`config.mk`:
```
export PLATFORM = sky130hd
export DESIGN_NAME = battery_fault_supervisor
export DESIGN_NICKNAME = d
export VERILOG_FILES = /design/src/design/bfs_pkg.sv /design/src/design/bfs_csr.sv /design/src/design/bfs_timer.sv /design/src/design/battery_fault_supervisor.sv
export VERILOG_INCLUDE_DIRS = /design/src /design/src/design
export SDC_FILE = /design/constraint.sdc
export NUM_CORES = 1
export LEC_CHECK = 0
export ABC_CLOCK_PERIOD_IN_PS = 16300
export BUFFER_PORTS_ARGS = -buffer_cell sky130_fd_sc_hd__buf_4
export CORE_ASPECT_RATIO = 1.4
export CORE_MARGIN = 2
export CORE_UTILIZATION = 65
export DETAILED_ROUTE_END_ITERATION = 8
export PLACE_DENSITY = 0.91
export RECOVER_POWER = 50
export SYNTH_ARGS = -nofsm -noshare
export SYNTH_HDL_FRONTEND = slang
export SYNTH_HIERARCHICAL = 1
export SYNTH_SLANG_ARGS = --single-unit
```
`constraint.sdc`:
```
create_clock -name clock -period 16.3 [get_ports clock]
set_input_delay 3.26 -clock clock [delete_from_list [all_inputs] [get_ports clock]]
set_output_delay 3.26 -clock clock [all_outputs]
set_load 0.05 [all_outputs]
```
`src/design/battery_fault_supervisor_macros.svh`:
```
// Assertion macros shared by the battery fault supervisor RTL.
`ifndef BATTERY_FAULT_SUPERVISOR_MACROS_SVH
`define BATTERY_FAULT_SUPERVISOR_MACROS_SVH

`ifndef SYNTHESIS

// Checks a property on every rising clock edge outside reset.
`define BFS_ASSERT(lbl, clk, rst, prop) \
   lbl: assert property (@(posedge clk) disable iff (rst) (prop)) \
      else $error("battery_fault_supervisor: assertion failed");

// Checks a property on every rising clock edge, reset included.
`define BFS_ASSERT_ALWAYS(lbl, clk, prop) \
   lbl: assert property (@(posedge clk) (prop)) \
      else $error("battery_fault_supervisor: assertion failed");

`else

`define BFS_ASSERT(lbl, clk, rst, prop)
`define BFS_ASSERT_ALWAYS(lbl, clk, prop)

`endif

`endif

```
`src/design/bfs_pkg.sv`:
```
// Package with the types and constants of the battery fault supervisor.
`default_nettype none

package bfs_pkg;

   // Field widths.
   localparam int FLAG_W = 6;
   localparam int MV_W   = 13;
   localparam int HOLD_W = 16;
   localparam int CNT_W  = 8;
   localparam int IDX_W  = 3;
   localparam int DATA_W = 16;

   localparam logic [CNT_W-1:0] CNT_MAX = '1;

   // Status flag bit positions.
   localparam int F_READY   = 5;
   localparam int F_ALERT   = 4;
   localparam int F_UV      = 3;
   localparam int F_OV      = 2;
   localparam int F_SHORT   = 1;
   localparam int F_OVERCUR = 0;

   // Discharge command codes.
   typedef enum logic [1:0] {
      CMD_NONE    = 2'd0,
      CMD_ENABLE  = 2'd1,
      CMD_DISABLE = 2'd2
   } dcmd_type;

   // Configuration register indexes.
   typedef enum logic [IDX_W-1:0] {
      REG_UNDERVOLT    = 3'd0,
      REG_OVERVOLT     = 3'd1,
      REG_READY_HOLD   = 3'd2,
      REG_ALERT_HOLD   = 3'd3,
      REG_SHORT_HOLD   = 3'd4,
      REG_OVERCUR_HOLD = 3'd5,
      REG_SHORT_LIMIT  = 3'd6,
      REG_OVERCUR_LIMIT = 3'd7
   } reg_idx_type;

   // Reset values of the configuration registers.
   localparam logic [MV_W-1:0]   RST_UNDERVOLT    = 13'd3000;
   localparam logic [MV_W-1:0]   RST_OVERVOLT     = 13'd4200;
   localparam logic [HOLD_W-1:0] RST_READY_HOLD   = 16'd3000;
   localparam logic [HOLD_W-1:0] RST_ALERT_HOLD   = 16'd10000;
   localparam logic [HOLD_W-1:0] RST_SHORT_HOLD   = 16'd30000;
   localparam logic [HOLD_W-1:0] RST_OVERCUR_HOLD = 16'd10000;
   localparam logic [CNT_W-1:0]  RST_SHORT_LIMIT  = 8'd3;
   localparam logic [CNT_W-1:0]  RST_OVERCUR_LIMIT = 8'd7;

   // Full set of configuration registers.
   typedef struct packed {
      logic [MV_W-1:0]   undervolt_mv;
      logic [MV_W-1:0]   overvolt_mv;
      logic [HOLD_W-1:0] ready_hold_ms;
      logic [HOLD_W-1:0] alert_hold_ms;
      logic [HOLD_W-1:0] short_hold_ms;
      logic [HOLD_W-1:0] overcur_hold_ms;
      logic [CNT_W-1:0]  short_limit;
      logic [CNT_W-1:0]  overcur_limit;
   } cfg_type;

   // Control of one hold timer.
   typedef struct packed {
      logic step;   // a beat moves on with this timer's flag set
      logic clear;  // a beat moves on with no flag set
   } timer_ctl_type;

endpackage

`default_nettype wire

```
`src/design/bfs_csr.sv`:
```
// Configuration register file of the battery fault supervisor.
`default_nettype none

module bfs_csr (
   input  wire logic                      clock,
   input  wire logic                      reset,
   input  wire logic                      csr_valid,
   output logic                           csr_ready,
   input  wire logic [bfs_pkg::IDX_W-1:0]  csr_index,
   input  wire logic [bfs_pkg::DATA_W-1:0] csr_wdata,
   output bfs_pkg::cfg_type               cfg
);
   import bfs_pkg::*;

   cfg_type cfg_ff;
   cfg_type cfg_in;

   // Writes are always taken.
   assign csr_ready = 1'b1;
   assign cfg       = cfg_ff;

   // Decode the register index and update the addressed field.
   always_comb begin
      cfg_in = cfg_ff;
      if (csr_valid) begin
         unique case (reg_idx_type'(csr_index))
            REG_UNDERVOLT:     cfg_in.undervolt_mv    = csr_wdata[MV_W-1:0];
            REG_OVERVOLT:      cfg_in.overvolt_mv     = csr_wdata[MV_W-1:0];
            REG_READY_HOLD:    cfg_in.ready_hold_ms   = csr_wdata[HOLD_W-1:0];
            REG_ALERT_HOLD:    cfg_in.alert_hold_ms   = csr_wdata[HOLD_W-1:0];
            REG_SHORT_HOLD:    cfg_in.short_hold_ms   = csr_wdata[HOLD_W-1:0];
            REG_OVERCUR_HOLD:  cfg_in.overcur_hold_ms = csr_wdata[HOLD_W-1:0];
            REG_SHORT_LIMIT:   cfg_in.short_limit     = csr_wdata[CNT_W-1:0];
            REG_OVERCUR_LIMIT: cfg_in.overcur_limit   = csr_wdata[CNT_W-1:0];
            default:           cfg_in = cfg_ff;
         endcase
      end
   end

   always_ff @(posedge clock) begin
      if (reset) begin
         cfg_ff.undervolt_mv    <= RST_UNDERVOLT;
         cfg_ff.overvolt_mv     <= RST_OVERVOLT;
         cfg_ff.ready_hold_ms   <= RST_READY_HOLD;
         cfg_ff.alert_hold_ms   <= RST_ALERT_HOLD;
         cfg_ff.short_hold_ms   <= RST_SHORT_HOLD;
         cfg_ff.overcur_hold_ms <= RST_OVERCUR_HOLD;
         cfg_ff.short_limit     <= RST_SHORT_LIMIT;
         cfg_ff.overcur_limit   <= RST_OVERCUR_LIMIT;
      end else begin
         cfg_ff <= cfg_in;
      end
   end

endmodule

`default_nettype wire

```
`src/design/bfs_timer.sv`:
```
// Hold timer for one status flag: arms on first sight, fires after the hold.
`default_nettype none

module bfs_timer #(
   parameter int TIME_BITS = 32
) (
   input  wire logic                       clock,
   input  wire logic                       reset,
   input  wire bfs_pkg::timer_ctl_type     ctl,
   input  wire logic [TIME_BITS-1:0]       now_ms,
   input  wire logic [bfs_pkg::HOLD_W-1:0] hold_ms,
   output logic                            fire
);
   import bfs_pkg::*;

   logic                 armed_ff, armed_in;
   logic [TIME_BITS-1:0] start_ff, start_in;
   logic [TIME_BITS-1:0] elapsed;

   // Elapsed time wraps with the time counter.
   assign elapsed = now_ms - start_ff;
   assign fire    = armed_ff && (elapsed >= TIME_BITS'(hold_ms));

   // Arm on a first flagged beat, disarm on a clear or when the hold has run out.
   always_comb begin
      armed_in = armed_ff;
      start_in = start_ff;
      if (ctl.clear) begin
         armed_in = 1'b0;
         start_in = '0;
      end else if (ctl.step) begin
         if (!armed_ff) begin
            armed_in = 1'b1;
            start_in = now_ms;
         end else if (fire) begin
            armed_in = 1'b0;
         end
      end
   end

   always_ff @(posedge clock) begin
      if (reset) begin
         armed_ff <= 1'b0;
         start_ff <= '0;
      end else begin
         armed_ff <= armed_in;
         start_ff <= start_in;
      end
   end

endmodule

`default_nettype wire

```
`src/design/battery_fault_supervisor.sv`:
```
// Top level of the battery fault supervisor.
//
// The block takes one poll of a battery monitor per beat on the req_ channel
// and returns one result beat per poll on the rsp_ channel, in order. A poll
// carries the six status flags, a millisecond time, the lowest and highest
// cell voltages, a connected-cell flag and the discharge switch state. The
// result carries the status bits to clear, a discharge command and the
// shutdown requests for this pack and its peer.
// A poll accepted at a clock edge is evaluated from the input register and
// moves into the result register once that register is free or being read,
// which raises rsp_valid. One poll is accepted per cycle while req_stall is
// low; the hold timers and retry counters update as the poll moves into the
// result register, so the next poll sees them at once.
// When rsp_stall is high the result register holds; a second poll may wait in
// the input register, and only then is req_stall raised.
// Limits, hold times and retry limits are written on the csr_ port, which is
// always ready. Reset loads their default values and clears all timers,
// counters and both pipeline registers.
`default_nettype none
`include "battery_fault_supervisor_macros.svh"

module battery_fault_supervisor #(
   parameter int TIME_BITS = 32
) (
   input  wire logic                        clock,
   input  wire logic                        reset,
   // Poll channel.
   input  wire logic                        req_valid,
   output logic                             req_stall,
   input  wire logic [bfs_pkg::FLAG_W-1:0]  req_status_flags,
   input  wire logic [TIME_BITS-1:0]        req_now_ms,
   input  wire logic [bfs_pkg::MV_W-1:0]    req_min_cell_mv,
   input  wire logic [bfs_pkg::MV_W-1:0]    req_max_cell_mv,
   input  wire logic                        req_has_connected,
   input  wire logic                        req_discharge_on,
   // Result channel.
   output logic                             rsp_valid,
   input  wire logic                        rsp_stall,
   output logic [bfs_pkg::FLAG_W-1:0]       rsp_clear_mask,
   output logic [1:0]                       rsp_discharge_cmd,
   output logic                             rsp_shutdown_self,
   output logic                             rsp_shutdown_peer,
   // Configuration channel.
   input  wire logic                        csr_valid,
   output logic                             csr_ready,
   input  wire logic [bfs_pkg::IDX_W-1:0]   csr_index,
   input  wire logic [bfs_pkg::DATA_W-1:0]  csr_wdata
);
   import bfs_pkg::*;

   cfg_type cfg;

   // Input register.
   logic                 in_valid_ff, in_valid_in;
   logic [FLAG_W-1:0]    flags_ff;
   logic [TIME_BITS-1:0] now_ff;
   logic [MV_W-1:0]      vmin_ff, vmax_ff;
   logic                 conn_ff, dis_on_ff;

   // Result register.
   logic              out_valid_ff, out_valid_in;
   logic [FLAG_W-1:0] mask_ff, mask_in;
   dcmd_type          cmd_ff, cmd_in;
   logic              shut_ff, shut_in;

   // Retry counters.
   logic [CNT_W-1:0] short_cnt_ff, short_cnt_in, short_cnt_next;
   logic [CNT_W-1:0] ovc_cnt_ff, ovc_cnt_in, ovc_cnt_next;

   logic          accept, advance, any_flag, in_limits;
   logic          fire_ready, fire_alert, fire_short, fire_ovc;
   timer_ctl_type ctl_ready, ctl_alert, ctl_short, ctl_ovc;

   bfs_csr u_csr (
      .clock     (clock),
      .reset     (reset),
      .csr_valid (csr_valid),
      .csr_ready (csr_ready),
      .csr_index (csr_index),
      .csr_wdata (csr_wdata),
      .cfg       (cfg)
   );

   // Handshake: the input register moves on whenever the result slot frees.
   assign advance     = in_valid_ff && (!out_valid_ff || !rsp_stall);
   assign req_stall   = in_valid_ff && !advance;
   assign accept      = req_valid && !req_stall;
   assign in_valid_in = accept || (in_valid_ff && !advance);
   assign out_valid_in = advance || (out_valid_ff && rsp_stall);

   assign any_flag = |flags_ff;

   // Timer controls.
   always_comb begin
      ctl_ready.step  = advance && flags_ff[F_READY];
      ctl_alert.step  = advance && flags_ff[F_ALERT];
      ctl_short.step  = advance && flags_ff[F_SHORT];
      ctl_ovc.step    = advance && flags_ff[F_OVERCUR];
      ctl_ready.clear = advance && !any_flag;
      ctl_alert.clear = advance && !any_flag;
      ctl_short.clear = advance && !any_flag;
      ctl_ovc.clear   = advance && !any_flag;
   end

   bfs_timer #(.TIME_BITS(TIME_BITS)) u_tmr_ready (
      .clock (clock), .reset (reset), .ctl (ctl_ready), .now_ms (now_ff),
      .hold_ms (cfg.ready_hold_ms), .fire (fire_ready)
   );
   bfs_timer #(.TIME_BITS(TIME_BITS)) u_tmr_alert (
      .clock (clock), .reset (reset), .ctl (ctl_alert), .now_ms (now_ff),
      .hold_ms (cfg.alert_hold_ms), .fire (fire_alert)
   );
   bfs_timer #(.TIME_BITS(TIME_BITS)) u_tmr_short (
      .clock (clock), .reset (reset), .ctl (ctl_short), .now_ms (now_ff),
      .hold_ms (cfg.short_hold_ms), .fire (fire_short)
   );
   bfs_timer #(.TIME_BITS(TIME_BITS)) u_tmr_ovc (
      .clock (clock), .reset (reset), .ctl (ctl_ovc), .now_ms (now_ff),
      .hold_ms (cfg.overcur_hold_ms), .fire (fire_ovc)
   );

   // Retry counts after this beat's clears, saturating at full scale.
   always_comb begin
      short_cnt_next = short_cnt_ff;
      ovc_cnt_next   = ovc_cnt_ff;
      if (flags_ff[F_SHORT] && fire_short && short_cnt_ff != CNT_MAX) begin
         short_cnt_next = short_cnt_ff + 1'b1;
      end
      if (flags_ff[F_OVERCUR] && fire_ovc && ovc_cnt_ff != CNT_MAX) begin
         ovc_cnt_next = ovc_cnt_ff + 1'b1;
      end
   end

   // Counters reset on a quiet poll and take their new value otherwise.
   always_comb begin
      short_cnt_in = short_cnt_ff;
      ovc_cnt_in   = ovc_cnt_ff;
      if (advance) begin
         if (!any_flag) begin
            short_cnt_in = '0;
            ovc_cnt_in   = '0;
         end else begin
            short_cnt_in = short_cnt_next;
            ovc_cnt_in   = ovc_cnt_next;
         end
      end
   end

   // Cells are in limits when none is connected or all lie inside the window.
   assign in_limits = !conn_ff ||
                      (vmin_ff >= cfg.undervolt_mv && vmax_ff <= cfg.overvolt_mv);

   // Result of the poll held in the input register.
   always_comb begin
      mask_in = '0;
      cmd_in  = CMD_NONE;
      shut_in = 1'b0;
      if (!any_flag) begin
         cmd_in = (in_limits && !dis_on_ff) ? CMD_ENABLE : CMD_NONE;
      end else begin
         cmd_in = CMD_DISABLE;
         mask_in[F_READY]   = flags_ff[F_READY] && fire_ready;
         mask_in[F_ALERT]   = flags_ff[F_ALERT] && fire_alert;
         mask_in[F_UV]      = flags_ff[F_UV] && conn_ff && (vmin_ff > cfg.undervolt_mv);
         mask_in[F_OV]      = flags_ff[F_OV] && (vmax_ff < cfg.overvolt_mv);
         mask_in[F_SHORT]   = flags_ff[F_SHORT] && fire_short;
         mask_in[F_OVERCUR] = flags_ff[F_OVERCUR] && fire_ovc;
         shut_in = (flags_ff[F_SHORT] && short_cnt_next == cfg.short_limit) ||
                   (flags_ff[F_OVERCUR] && ovc_cnt_next == cfg.overcur_limit);
      end
   end

   // Control registers.
   always_ff @(posedge clock) begin
      if (reset) begin
         in_valid_ff  <= 1'b0;
         out_valid_ff <= 1'b0;
         short_cnt_ff <= '0;
         ovc_cnt_ff   <= '0;
      end else begin
         in_valid_ff  <= in_valid_in;
         out_valid_ff <= out_valid_in;
         short_cnt_ff <= short_cnt_in;
         ovc_cnt_ff   <= ovc_cnt_in;
      end
   end

   // Payload registers.
   always_ff @(posedge clock) begin
      if (accept) begin
         flags_ff  <= req_status_flags;
         now_ff    <= req_now_ms;
         vmin_ff   <= req_min_cell_mv;
         vmax_ff   <= req_max_cell_mv;
         conn_ff   <= req_has_connected;
         dis_on_ff <= req_discharge_on;
      end
      if (advance) begin
         mask_ff <= mask_in;
         cmd_ff  <= cmd_in;
         shut_ff <= shut_in;
      end
   end

   assign rsp_valid         = out_valid_ff;
   assign rsp_clear_mask    = mask_ff;
   assign rsp_discharge_cmd = cmd_ff;
   assign rsp_shutdown_self = shut_ff;
   assign rsp_shutdown_peer = shut_ff;

   // An enabling result never clears bits or shuts down.
   `BFS_ASSERT(a_enable_quiet, clock, reset, (rsp_valid && cmd_ff == CMD_ENABLE) |-> (mask_ff == '0 && !shut_ff))
   // A poll only waits while a result is held back.
   `BFS_ASSERT(a_stall_cause, clock, reset, req_stall |-> (in_valid_ff && out_valid_ff && rsp_stall))
   // A poll that moves on always produces a result at the next edge.
   `BFS_ASSERT(a_advance_result, clock, reset, advance |=> out_valid_ff)
   // Reset empties both pipeline registers.
   `BFS_ASSERT_ALWAYS(a_reset_empty, clock, reset |=> (!in_valid_ff && !out_valid_ff))

endmodule

`default_nettype wire

```
; ---- Word level (Yosys, flattened, before mapping)
; Index checks and enable logic that the tools add are counted.
[op_classes]
magnitude_cmp = 8
reduce_logical = 53
muxes = 13
n_eq_ne = 11
n_bitwise = 4
addsub = 6
[ops]
columns = op, count
row1 = $ge A32 B16 Y1, 4
row2 = $sub A32 B32 Y32, 4
row3 = $mux W8, 4
row4 = $logic_and A1 B1 Y1, 26
row5 = $reduce_and A2 Y1, 12
row6 = $add A8 B1 Y8 const B, 2
row7 = $eq A8 B8 Y1, 2
row8 = $ne A8 B8 Y1 const B, 2
row9 = $ge A13 B13 Y1, 1
row10 = $gt A13 B13 Y1, 1
row11 = $le A13 B13 Y1, 1
row12 = $lt A13 B13 Y1, 1
row13 = $eq A3 B3 Y1 const B, 4
row14 = $mux W1, 9
row15 = $logic_not A1 Y1, 7
row16 = $eq A3 B2 Y1 const B, 2
row17 = $reduce_or A6 Y1, 1
row18 = $logic_or A1 B1 Y1, 5
row19 = $not A1 Y1, 4
row20 = $eq A3 B1 Y1 const B, 1
row21 = $logic_not A3 Y1, 1
row22 = $reduce_or A2 Y1, 1
[word_totals]
ff_bits = 331
wordCells = 124
output_inout_bits = 13

; ---- Longest topological paths before layout
[logic_depth]
depth_word = 9
mapped_depth = 27

; ---- Modules after synthesis
; Netlist, hierarchy kept.
[modules_own_cells]
columns = mod, area_each_um2, instances, cells_per_inst, seq_area_each_um2
row1 = bfs_timer (u_tmr_ovc ...), 3726.1, 3, 534, 660.6
row2 = battery_fault_supervisor, 4475.5, 1, 374, 2612.5
row3 = bfs_csr, 4194.0, 1, 395, 2122.0
row4 = bfs_timer (u_tmr_alert), 3678.5, 1, 521, 660.6

; ---- Worst setup path before layout
; No wires, ideal clock.
[synth_path]
path_type = input-to-reg
from = input port rsp_stall
to = register conn_ff (enable)
path_slack_ns = 9.203
path_stages = 2
arrival_time_ns = 6.601
path_buffers = 0
path_cell_list = and3_1 > nor2b_1
[synth_between]
elab_chain_len = 7
[synth_lines]
columns = item, line_no
row1 = from (decl), battery_fault_supervisor.sv:38  ; input wire logic rsp_stall,
row2 = $logic_not A1 Y1, battery_fault_supervisor.sv:85  ; assign advance = in_valid_ff && (!out_valid_ff || !rsp_stall);
row3 = $logic_or A1 B1 Y1, battery_fault_supervisor.sv:85
row4 = $logic_and A1 B1 Y1, battery_fault_supervisor.sv:85
row5 = $logic_not A1 Y1, battery_fault_supervisor.sv:86  ; assign req_stall = in_valid_ff && !advance;
row6 = $logic_and A1 B1 Y1, battery_fault_supervisor.sv:86
row7 = $logic_not A1 Y1, battery_fault_supervisor.sv:87  ; assign accept = req_valid && !req_stall;
row8 = $logic_and A1 B1 Y1, battery_fault_supervisor.sv:87
row9 = via accept, battery_fault_supervisor.sv:70  ; logic accept, advance, any_flag, in_limits;
row10 = to (signal assigned), battery_fault_supervisor.sv:195  ; conn_ff <= req_has_connected;
row11 = to (decl), battery_fault_supervisor.sv:58  ; logic conn_ff, dis_on_ff;
; The timed path passes the listed nets, and every way through them passes these cells.
; A chain may end at the register's enable or synchronous reset.

==> impl_metrics.py <==
metrics = {
    "yosys": {
        "yosysTopAreaCell": "dfxtp_1",
        "asyncSetResetFlopFracSynth": 0,
        "ys.flop_type": "dfxtp_1",
        "synth_nets": 3202,
        "synth.top_cell.area_share": 0.218,
        "synth_cells": 2892,
        "ys_seq_area_frac": 0.314,
        "synth-edff-count": 75,
        "ys_top_cells_by_area": "dfxtp_1 (22%), ha_1 (11%), edfxtp_1 (9.6%)",
        "ys_types": 101,
        "syn_area_um2": 23500,
        "ys_ff_latch": 331,
        "avgSynthCellArea_um2": 8.13,
        "yosysWarnings": 6,
    },
    "floorplanning": {
        "die_w_um": 165,
        "dieArea_um2": 37800,
        "ios": 103,
        "core_area_um2": 35700,
        "rows": 82,
        "die_h_um": 229,
        "initial_core_util": 0.659,
    },
    "pwr": {
        "netSwitchingFraction": 0.310,
        "p_clk_frac": 0.385,
        "seqPwrFrac": 0.397,
        "powerDensity_nw_per_um2": 89.1,
        "p_switching_mw": 0.704,
        "p_comb_frac": 0.219,
        "vdd_drop_max_mv": 0.0920,
        "internal-power_mw": 1.57,
        "p_leak_nw": 10.3,
    },
    "placed_design": {
        "dp_hpwl_um": 51300,
        "placed_cell_area_um2": 24300,
        "io_buffer_count": 101,
        "place_ws_ns": 9.22,
        "gp_congestion": 0.945,
    },
    "global_route": {
        "grtUsageTotal": 0.362,
        "grt_pass1_vias": 21282,
        "grt_overflow": 0,
        "grt_first_pass_wirelength_um": 109000,
        "antenna_found_initial": 1,
        "grt_max_degree": 109,
    },
    "timing": {
        "tightest_slew_ns": 3.80,
        "max_freq_ghz": 0.115,
        "period_needed_ns": 8.66,
        "setup_ws_ns": 7.64,
        "finalSetupViolCount": 0,
        "maxSlewHeadroom": -1.53,
        "maxSlewViolCount": 263,
        "hold_violations": 0,
        "skew_ns": 0.0126,
        "rsz0062_at_grt": "false",
        "finalSetupTns_ns": 0,
        "whs_ns": 0.453,
        "fin_crit_sh": 0.532,
    },
    "outcome": {
        "violations": "max-capacitance violations, max-slew violations",
        "status": "finished with violations",
    },
    "routing": {
        "vias_per_cell": 6.40,
        "drt_iter0_drc": 1911,
        "drc_errors": 0,
        "drt_first_pass_iters": 8,
        "ant_nets": 0,
        "via_count": 21710,
        "wl_per_cell_um": 20.5,
        "drt_wl_total_um": 69500,
    },
    "cells_and_area": {
        "drive_gt1_frac": 0.0798,
        "nNetsFinal": 3215,
        "multi_input_area_um2": 14600,
        "syn_to_final_growth_pct": 8.38,
        "regArea_um2": 7380,
        "nFillCells": 2706,
        "diodes": 0,
        "fin_area_um2": 25500,
    },
    "critical_path": {
        "path_max_fanout": 108,
        "cp_top_family": "buffers and inverters",
        "endpoint_kind": "register",
        "worstSetupStartpointType": "input pin",
        "critical_path_class": "input pin to register",
        "slowest_stage": "clkbuf_1",
        "required_ns": 16.74,
        "cpMostUsedCell": "clkbuf_1",
        "crit_chain": "clkbuf_1 > clkbuf_1 > nor2_1 > mux2i_1",
        "cpPeakStageDelay_ns": 2.76,
        "worst-path-buf-inv": 2,
        "arrival_ns": 9.10,
    },
    "clocking": {
        "clock_latency_ns": 0.56,
        "cts.path.max_buffers": 3,
        "htreeDepth": 2,
        "cts_buffers": 35,
        "postCtsSetupBuffers": 0,
        "cts_hold_buf": 0,
        "cts-resized-gates": 0,
        "clockRootBuffer": "clkbuf_16",
        "cts_tree": "yes",
        "cts_sinks": 331,
        "clk_pin_slew_worst_paths_ns": 0.06,
    },
    "flow_run": {
        "maxCapViolCount": 4,
    },
    "min_path": {
        "min-delay-path-class": "register to register",
    },
}
==> cell usage in the layout, fill, tap and decap left out, types with 12 or more instances in the layout <==
cell,count
o21ai_0,59
clkbuf_1,24
and3_1,27
nor2b_1,13
nor2_1,179
o211ai_1,28
xnor2_1,51
ha_1,216
clkbuf_4,61
nor3_1,40
and2_1,17
a211oi_1,31
a21oi_1,308
a21o_1,44
buf_4,30
o21a_1,30
clkbuf_16,37
nand2_1,423
edfxtp_1,75
nor4_1,12
or3_1,16
o21bai_1,16
inv_1,247
a21oi_2,19
nand4_1,57
o2111ai_1,12
nand2b_1,111
and4_1,20
xor2_1,46
mux2i_1,121
o21ai_1,30
dfxtp_1,256
nand3_1,44
==> worst reg2reg max path, delay by kind of cell (launching register included) <==
family | cells | cell delay (ns)
flip-flops | 1 | 0.52
AO/OA/AOI/OAI | 6 | 1.06
AND/OR/NAND/NOR | 14 | 3.60
adder cells (fa/ha/maj) | 3 | 1.00
buffers and inverters | 2 | 0.18
XOR/XNOR | 2 | 0.26
==> routing by layer <==
layer,vias up,global-route usage,part of all wire
li1,10228,-,-
met1,10220,0.415,0.38
met2,982,0.620,0.48
met3,280,0.0590,0.067
met4,0,0.232,0.073
met5,-,0,0
==> cells by family after synthesis <==
logic type / Yosys count / synth area share
adders and majority gates: 220 / 0.118
DFF: 331 / 0.314
AOI/OAI and AO/OA: 708 / 0.195
and+or+nand+nor: 1028 / 0.216
xor gates and xnor gates: 98 / 0.0368
muxes: 124 / 0.0529
other: 1 / 0.000159
buffers and inverters: 382 / 0.0671
==> cell type report <==
class                   count  share of cell area
inverters                 247              0.0364
flip-flops and latches    331               0.289
repair buffers            111              0.0297
clock inverters            15             0.00829
well taps                 462              0.0227
clock buffers              49              0.0412
multi-input cells        2179               0.572
==> path summary, 6_finish.rpt <==
path | startpoint | endpoint | slack (ns) | depth (start not counted)
max | reset | u_csr/cfg[42]$_SDFFE_PP1P_ | 7.64 | 4
min | u_tmr_ready/start_ff[25]$_SDFFE_PP0P_ | u_tmr_ready/start_ff[25]$_SDFFE_PP0P_ | 0.45 | 2
max reg2reg | now_ff[0]$_DFFE_PP_ | rsp_shutdown_peer$_SDFFCE_PN0P_ | 9.53 | 27
min reg2reg | u_tmr_ready/start_ff[25]$_SDFFE_PP0P_ | u_tmr_ready/start_ff[25]$_SDFFE_PP0P_ | 0.45 | 2
==> per-stage QoR <==
| step | power [mW] | std cells | util |
|---|---|---|---|
| floorplan | 1.26 | 2892 | - |
| global placement | 1.38 | 3330 | 0.681 |
| detailed placement | 1.40 | 3330 | 0.681 |
| CTS | 2.27 | 3394 | 0.716 |
| global route | 2.36 | 3394 | 0.714 |
| finish | 2.27 | 3394 | 0.714 |
==> power groups by stage <==
| stage | logic [mW] | registers [mW] | clock network, mW |
|---|---|---|---|
| 2_1_floorplan | 0.357 | 0.906 | 0 |
| 3_3_place_gp | 0.466 | 0.915 | 0 |
| 3_5_place_dp | 0.479 | 0.917 | 0 |
| 4_1_cts | 0.486 | 0.900 | 0.881 |
| 5_1_grt | 0.543 | 0.904 | 0.912 |
| 6_report | 0.497 | 0.902 | 0.874 |
==> registers in the layout (all words and copies together) (netlist names), 13 cells and up <==
| register | count |
|---|---|
| u_tmr_ready/start_ff | 32 |
| u_tmr_short/start_ff | 32 |
| vmin_ff | 13 |
| vmax_ff | 13 |
| u_csr/cfg | 106 |
| u_tmr_ovc/start_ff | 32 |
| u_tmr_alert/start_ff | 32 |
| now_ff | 32 |
==> synthesized netlist by cell type, types with 8 or more instances <==
cell type / number
edfxtp_1: 75
xor2_1: 46
o21ai_1: 30
a21oi_2: 19
or3_1: 16
buf_2: 39
o2111ai_1: 12
a211o_1: 9
clkbuf_1: 77
nand3_1: 44
mux2i_1: 121
and2_1: 17
nor4_1: 12
nand2b_1: 111
nor3_1: 40
nor2_1: 179
nand4_1: 57
o21ai_0: 59
a21oi_1: 308
o21a_1: 30
a211oi_1: 31
a21o_1: 44
o221ai_1: 11
and4_1: 20
o21bai_1: 16
dfxtp_1: 256
o21ai_2: 9
a31oi_1: 11
a22oi_1: 8
o31ai_1: 9
nand2_1: 423
ha_1: 216
o211ai_1: 28
o311ai_0: 8
and3_1: 27
xnor2_1: 51
nor2b_1: 18
inv_1: 247
Note: power is estimated with default switching activity, not from simulation.
